### src/rtl/i2f_pkg.sv
// i2f_pkg: shared constants for the integer to floating-point converter
// no dependencies; used by every module under rtl

package i2f_pkg;

    // command codes
    localparam logic CMD_INT    = 1'b0;
    localparam logic CMD_DOUBLE = 1'b1;

    // float_format register codes
    localparam logic FMT_IEEE = 1'b0;
    localparam logic FMT_DEC  = 1'b1;

    // field widths and biases
    localparam int INT_W        = 32;
    localparam int DBL_W        = 64;
    localparam int IEEE_EXP_W   = 11;
    localparam int IEEE_MANT_W  = 52;
    localparam int DEC_EXP_W    = 8;
    localparam int DEC_MANT_W   = 55;
    localparam int SGL_EXP_W    = 8;
    localparam int SGL_MANT_W   = 23;
    localparam int LZ_W         = 5;

    localparam logic [IEEE_EXP_W-1:0] IEEE_BIAS = 11'd1023;
    localparam logic [DEC_EXP_W-1:0]  DEC_BIAS  = 8'd128;
    localparam logic [SGL_EXP_W-1:0]  SGL_BIAS  = 8'd127;

    // ieee double exponent minus single exponent bias difference (1023 - 127)
    localparam logic [IEEE_EXP_W:0] REBIAS = 12'd896;

endpackage

### src/rtl/i2f_norm.sv
// i2f_norm: exact conversion of a signed 32-bit integer to a double pattern
// leading-zero normalize in five halving steps; depends on i2f_pkg

module i2f_norm (
    input  logic signed [i2f_pkg::INT_W-1:0] i_int_value,
    input  logic                             i_dec,
    output logic        [i2f_pkg::DBL_W-1:0] o_bits
);

    logic [i2f_pkg::INT_W-1:0]      mag;
    logic [i2f_pkg::INT_W-1:0]      norm;
    logic [i2f_pkg::LZ_W-1:0]       lz;
    logic [i2f_pkg::LZ_W-1:0]       top;
    logic                           sign;
    logic [i2f_pkg::IEEE_EXP_W-1:0] ieee_exp;
    logic [i2f_pkg::DEC_EXP_W-1:0]  dec_exp;

    assign sign = i_int_value[i2f_pkg::INT_W-1];
    assign mag  = sign ? (~i_int_value + 32'd1) : i_int_value;

    // halving search: shift left until the top bit is set
    always_comb begin
        norm = mag;
        lz   = '0;
        for (int k = i2f_pkg::LZ_W - 1; k >= 0; k--) begin
            if ((norm >> (i2f_pkg::INT_W - (1 << k))) == '0) begin
                norm  = norm << (1 << k);
                lz[k] = 1'b1;
            end
        end
    end

    assign top      = 5'd31 - lz;
    assign ieee_exp = i2f_pkg::IEEE_BIAS + {6'b0, top};
    assign dec_exp  = i2f_pkg::DEC_BIAS + 8'd1 + {3'b0, top};

    always_comb begin
        if (mag == '0) begin
            o_bits = '0;
        end else if (i_dec) begin
            o_bits = {sign, dec_exp, norm[30:0], 24'b0};
        end else begin
            o_bits = {sign, ieee_exp, norm[30:0], 21'b0};
        end
    end

endmodule

### src/rtl/i2f_narrow.sv
// i2f_narrow: optional narrowing of a double pattern to single precision
// ieee rebias with truncation and range flag, dec keeps upper word; uses i2f_pkg

module i2f_narrow (
    input  logic [i2f_pkg::DBL_W-1:0] i_bits,
    input  logic                      i_dec,
    input  logic                      i_to_single,
    output logic [i2f_pkg::DBL_W-1:0] o_bits,
    output logic                      o_range_flag
);

    logic [i2f_pkg::IEEE_EXP_W-1:0] exp_d;
    logic [i2f_pkg::IEEE_EXP_W:0]   exp_s;

    assign exp_d = i_bits[62:52];
    // 12-bit two's complement; zero exponent is not rebiased
    assign exp_s = (exp_d == '0) ? '0 : ({1'b0, exp_d} - i2f_pkg::REBIAS);

    always_comb begin
        o_bits       = i_bits;
        o_range_flag = 1'b0;
        if (i_to_single) begin
            if (i_dec) begin
                o_bits = {32'b0, i_bits[63:32]};
            end else begin
                o_bits       = {32'b0, i_bits[63], exp_s[7:0], i_bits[51:29]};
                o_range_flag = |exp_s[11:8];
            end
        end
    end

endmodule

### src/rtl/int_to_float_converter.sv
// int_to_float_converter: integer or double constant to ieee / dec float pattern
// start passes through r_in_vld and r_out_vld to o_result_valid, throughput one item per cycle
// busy stays low: the receiver cannot stall and nothing is held back
// i_rst_n is synchronous, active low; clears the valid pipeline and float_format
// float_format resets to ieee layout; depends on i2f_pkg, i2f_norm, i2f_narrow

module int_to_float_converter (
    input  logic                             i_clk,
    input  logic                             i_rst_n,
    // item input
    input  logic                             start,
    output logic                             busy,
    input  logic                             i_command,
    input  logic signed [i2f_pkg::INT_W-1:0] i_int_value,
    input  logic        [i2f_pkg::DBL_W-1:0] i_double_bits,
    input  logic                             i_to_single,
    // configuration write channel
    input  logic                             i_cfg_valid,
    output logic                             o_cfg_ready,
    input  logic                             i_cfg_data,
    // result
    output logic                             o_result_valid,
    output logic        [i2f_pkg::DBL_W-1:0] o_result_bits,
    output logic                             o_range_flag
);

    // configuration register
    logic r_float_format;

    // input stage
    logic                             r_in_vld;
    logic                             r_command;
    logic signed [i2f_pkg::INT_W-1:0] r_int_value;
    logic        [i2f_pkg::DBL_W-1:0] r_double_bits;
    logic                             r_to_single;

    // result stage
    logic                      r_out_vld;
    logic [i2f_pkg::DBL_W-1:0] r_result_bits;
    logic                      r_range_flag;

    logic                      dec;
    logic                      accept;
    logic [i2f_pkg::DBL_W-1:0] int_bits;
    logic [i2f_pkg::DBL_W-1:0] dbl_bits;
    logic [i2f_pkg::DBL_W-1:0] n_result_bits;
    logic                      n_range_flag;

    // fully pipelined, so items are always taken
    assign busy        = 1'b0;
    assign o_cfg_ready = 1'b1;
    assign accept      = start & ~busy;
    assign dec         = (r_float_format == i2f_pkg::FMT_DEC);

    always_ff @(posedge i_clk) begin
        if (!i_rst_n) begin
            r_float_format <= i2f_pkg::FMT_IEEE;
        end else if (i_cfg_valid && o_cfg_ready) begin
            r_float_format <= i_cfg_data;
        end
    end

    // input register: control reset, payload free running on accept
    always_ff @(posedge i_clk) begin
        if (!i_rst_n) begin
            r_in_vld <= 1'b0;
        end else begin
            r_in_vld <= accept;
        end
    end

    always_ff @(posedge i_clk) begin
        if (accept) begin
            r_command     <= i_command;
            r_int_value   <= i_int_value;
            r_double_bits <= i_double_bits;
            r_to_single   <= i_to_single;
        end
    end

    // integer normalize: leading-zero search and shift
    i2f_norm u_norm (
        .i_int_value (r_int_value),
        .i_dec       (dec),
        .o_bits      (int_bits)
    );

    // pick the double source by command
    assign dbl_bits = (r_command == i2f_pkg::CMD_DOUBLE) ? r_double_bits : int_bits;

    // optional narrowing to single
    i2f_narrow u_narrow (
        .i_bits       (dbl_bits),
        .i_dec        (dec),
        .i_to_single  (r_to_single),
        .o_bits       (n_result_bits),
        .o_range_flag (n_range_flag)
    );

    // result register: one strobe cycle per item
    always_ff @(posedge i_clk) begin
        if (!i_rst_n) begin
            r_out_vld <= 1'b0;
        end else begin
            r_out_vld <= r_in_vld;
        end
    end

    always_ff @(posedge i_clk) begin
        if (r_in_vld) begin
            r_result_bits <= n_result_bits;
            r_range_flag  <= n_range_flag;
        end
    end

    assign o_result_valid = r_out_vld;
    assign o_result_bits  = r_result_bits;
    assign o_range_flag   = r_range_flag;

endmodule
### config.mk
export PLATFORM = sky130hd
export DESIGN_NAME = int_to_float_converter
export DESIGN_NICKNAME = d
export VERILOG_FILES = /design/src/rtl/i2f_pkg.sv /design/src/rtl/i2f_norm.sv /design/src/rtl/i2f_narrow.sv /design/src/rtl/int_to_float_converter.sv
export SDC_FILE = /design/constraint.sdc
export NUM_CORES = 1
export LEC_CHECK = 0
export BUFFER_PORTS_ARGS = -buffer_cell sky130_fd_sc_hd__buf_2
export CAP_MARGIN = 20
export CORE_MARGIN = 1.5
export CORE_UTILIZATION = 61
export DETAILED_ROUTE_END_ITERATION = 7
export GPL_TIMING_DRIVEN = 0
export MAX_ROUTING_LAYER = met4
export PLACE_DENSITY = 0.92
export SLEW_MARGIN = 20
export SYNTH_ARGS = -nofsm -noshare
export SYNTH_HDL_FRONTEND = slang
export SYNTH_SLANG_ARGS = --single-unit
### constraint.sdc
create_clock -name i_clk -period 16.8 [get_ports i_clk]
set_input_delay 0 -clock i_clk [delete_from_list [all_inputs] [get_ports i_clk]]
set_output_delay 0 -clock i_clk [all_outputs]
set_load 0.01 [all_outputs]
==> metrics.csv <==
metric,value,unit
vias,11007,
final setup margin,8484,ps
DR iter-0 viols,1967,
area share of the largest cell type after synthesis,0.4635,
Worst-Skew Late Latency,450,ps
Antenna Nets Post-Route,0,
layout cells sized above 1,0.2069,
"Data arrival, critical path",8550,ps
Die ar.,0.01811,mm2
"Top cell by count, worst path",ha_1,
sequential cell area,0.004959,mm2
Tcrit/Tclk final,0.4950,
Highest Signal Layer,met4,
sequential area share after synthesis,0.4691,
async set-reset flop share out of synthesis,0,
main combinational cell family by area after synthesis,compound AO/OA/AOI/OAI gates,
HPWL after DPL,26720,um
Cell Pwr Density,102.8,mW/mm2
CTS Buf Count,17,
Setup TNS Final,0,ps
Compound-Gate Fraction of Synth Area,0.2001,
Worst Skew,21.88,ps
synth unique cells,97,
deepest clock path buffer count,2,
RSZ-0062 raised after global routing,no,
Metal-1 WL,13980,um
Worst EP required,17030,ps
chip height,134.6,um
Simple-Gate Fraction of Synth Area,0.1418,
core area,0.01676,mm2
top_reg_cell synth,edfxtp_1,
minimum clock period,8316,ps
Area Overhead vs Synth,26.22,%
crit path from,r_int_value[0]$_DFFE_PP_,
Peak VDD IR,96.85,uV
Post-synth top cells,"edfxtp_1, nand2_1, mux2i_1, o21ai_0, nor2_1",
Place WS,8985,ps
Post-synth EDFFs,163,
Max-Cap Viols,0,
Post-Synth XOR/XNOR Area,0.03566,
Fin. Hold Viols,0,
slew margin rel.,0.2398,
multiplexer share of the synthesized area,0.1089,
initial core utilization,0.6302,
CTS sink cnt,166,
antenna violations before repair,1,
f_max,0.1202,GHz
top-count cell post-synth,edfxtp_1,
clk slew on worst S/H paths,80,ps
# DRC,16,
WL per Instance,27.08,um
CP endpoint kind,flip-flop,
H-tree levels,4,
final setup fails,0,
I/O pin count,171,
biggest cell delay along the critical path,610,ps
startpoint types,flip-flop,
first-pass GRT wire length,62080,um
leakage power,4.967,nW
Worst Path Max Fanout,10,
DR vias/cell,7.189,
CTS tree,done,
CTS root buf,clkbuf_16,
FILL cells,973,
nets@finish,1405,
final-report max-slew violation count,0,
Worst-Margin Slew,1132,ps
met3 wire length,6006,um
Yosys reg bits,166,
status,finished with violations,
Post-Route WL,41460,um
Die W,134.6,um
Netlist Area Pre-Place,0.01056,mm2
r2r startpoint,r_int_value[0]$_DFFE_PP_,
Hold Path Class,input port to flip-flop,
Post-Syn Area per Cell,10.49,um2
vias in the first global route,10774,
critical path's slowest cell,o31ai_1,
WL met2,18630,um
WS Path Type,flip-flop to flip-flop,
gr usage total,0.4707,
PortBufs,168,
Post-CTS Setup Bufs,0,
yosys warns,0,
syn nets,1115,
RD Place Congestion,1.017,
DR pass1 iterations,8,
area occupied by multi-input gates,0.005207,mm2
failing checks,DRC,
largest net degree at the start of global routing,66,
"area leader, netlist",edfxtp_1,
hold_sp,start,
# rows,47,
Gate Count Post-Synth,1007,
Synth area leaders,"edfxtp_1, mux2i_1, nand2_1",
total gr overflow,0,
adder-cell share of the synthesized area,0.005923,
[logic make-up (layout without fill, tap and decap cells)]
group                    after synthesis  count (layout)
AO/OA/AOI/OAI                        295             295
other                                  2               3
XOR/XNOR                              43              43
adder cells (fa/ha/maj)                5               5
multiplexers                         108             108
buffers and inverters                 88             391
flip-flops                           166             166
AND/OR/NAND/NOR                      300             300
[worst max-delay path: cells and delay by family (launching register included)]
family | cells | cell delay (ps)
compound gates | 10 | 2900
fa+ha+maj | 4 | 950
buf+inv | 8 | 1660
flops | 1 | 390
mux | 1 | 150
simple gates | 8 | 2020
[timing repair]
| action | 4_1_cts | 5_1_grt |
|---|---|---|
| hold endpoints to repair | 101 | 0 |
| hold buffers | 101 | 0 |
| gates resized for setup | 0 | 0 |
[worst paths after layout]
| path | slack (ps) | cells past startpoint | end |
|---|---|---|---|
| max | 8480 | 31 | o_range_flag$_SDFFCE_PP0P_ |
| max reg2reg | 8480 | 31 | o_range_flag$_SDFFCE_PP0P_ |
| min reg2reg | 610 | 2 | o_result_bits[28]$_DFFE_PP_ |
| min | 50 | 1 | r_int_value[21]$_DFFE_PP_ |
[cell usage in the layout (no fill, tap or decap), types with 6 or more instances in the layout]
cell | Yosys | routed
and3_1 | 6 | 6
clkbuf_16 | 0 | 17
o41ai_1 | 8 | 8
o2111ai_1 | 8 | 8
o31ai_1 | 14 | 14
o211ai_1 | 24 | 24
mux2_2 | 12 | 12
or4_1 | 6 | 6
inv_1 | 10 | 10
nand3_1 | 17 | 17
or3_1 | 7 | 7
mux2i_1 | 89 | 89
a221oi_1 | 6 | 6
o221ai_1 | 6 | 6
edfxtp_1 | 163 | 163
nand4_1 | 10 | 10
o21ai_1 | 33 | 33
xor2_1 | 22 | 22
nand2_1 | 121 | 121
a31oi_1 | 14 | 14
buf_2 | 8 | 175
o21ai_0 | 68 | 68
xnor2_1 | 21 | 21
a21oi_1 | 31 | 31
nor4_1 | 12 | 12
buf_4 | 5 | 6
a211oi_1 | 10 | 10
dlygate4sd3_1 | 0 | 101
nor3_1 | 15 | 15
and2_1 | 8 | 8
o22ai_1 | 6 | 6
nor2_1 | 62 | 62
buf_1 | 9 | 9
clkbuf_1 | 46 | 46
[per-stage QoR]
stage	utilization	instance area [um2]	hold slack, ps	power, W	cells
global route	0.7954	13330	86.90	0.001393	1531
CTS	0.7952	13330	61.59	0.001318	1530
detailed placement	0.7000	11730	178.1	0.0009137	1397
finish	0.7954	13330	52.42	0.001370	1531
floorplan	-	10560	98.87	0.0007823	1007
global placement	0.6968	11680	176.2	0.0009056	1395
[routing by layer]
layer	track usage	vias to the layer above
met3	0.1291	273
met1	0.5647	5044
met2	0.7259	1196
met5	-	-
met4	0.2539	0
li1	-	4494
[flip-flops by register name, indices dropped and copies added (netlist names)]
name	cells
r_double_bits	64
o_result_bits	64
o_result_valid	1
r_to_single	1
r_in_vld	1
r_int_value	32
o_range_flag	1
r_command	1
dec	1
[where the power goes]
part           internal [W]  total (W)  switching [W]  leakage (nW)
sequential         0.000500   0.000526      0.0000258          1.57
clock              0.000199   0.000402       0.000203         0.283
combinational      0.000161   0.000442       0.000282          3.11
total              0.000860    0.00137       0.000510          4.97
[final cells by class]
type                            instances  share of cell area
Multi-Input combinational cell        753              0.3907
Sequential cell                       166              0.3720
Timing Repair Buffer                  271              0.1427
Clock buffer                           17             0.03191
Buffer                                 73             0.02553
Tap cell                              220             0.02065
Clock inverter                         15             0.01201
Inverter                               15            0.004411
Antenna cell                            1           0.0001877
Power figures use the tool's default switching activity.
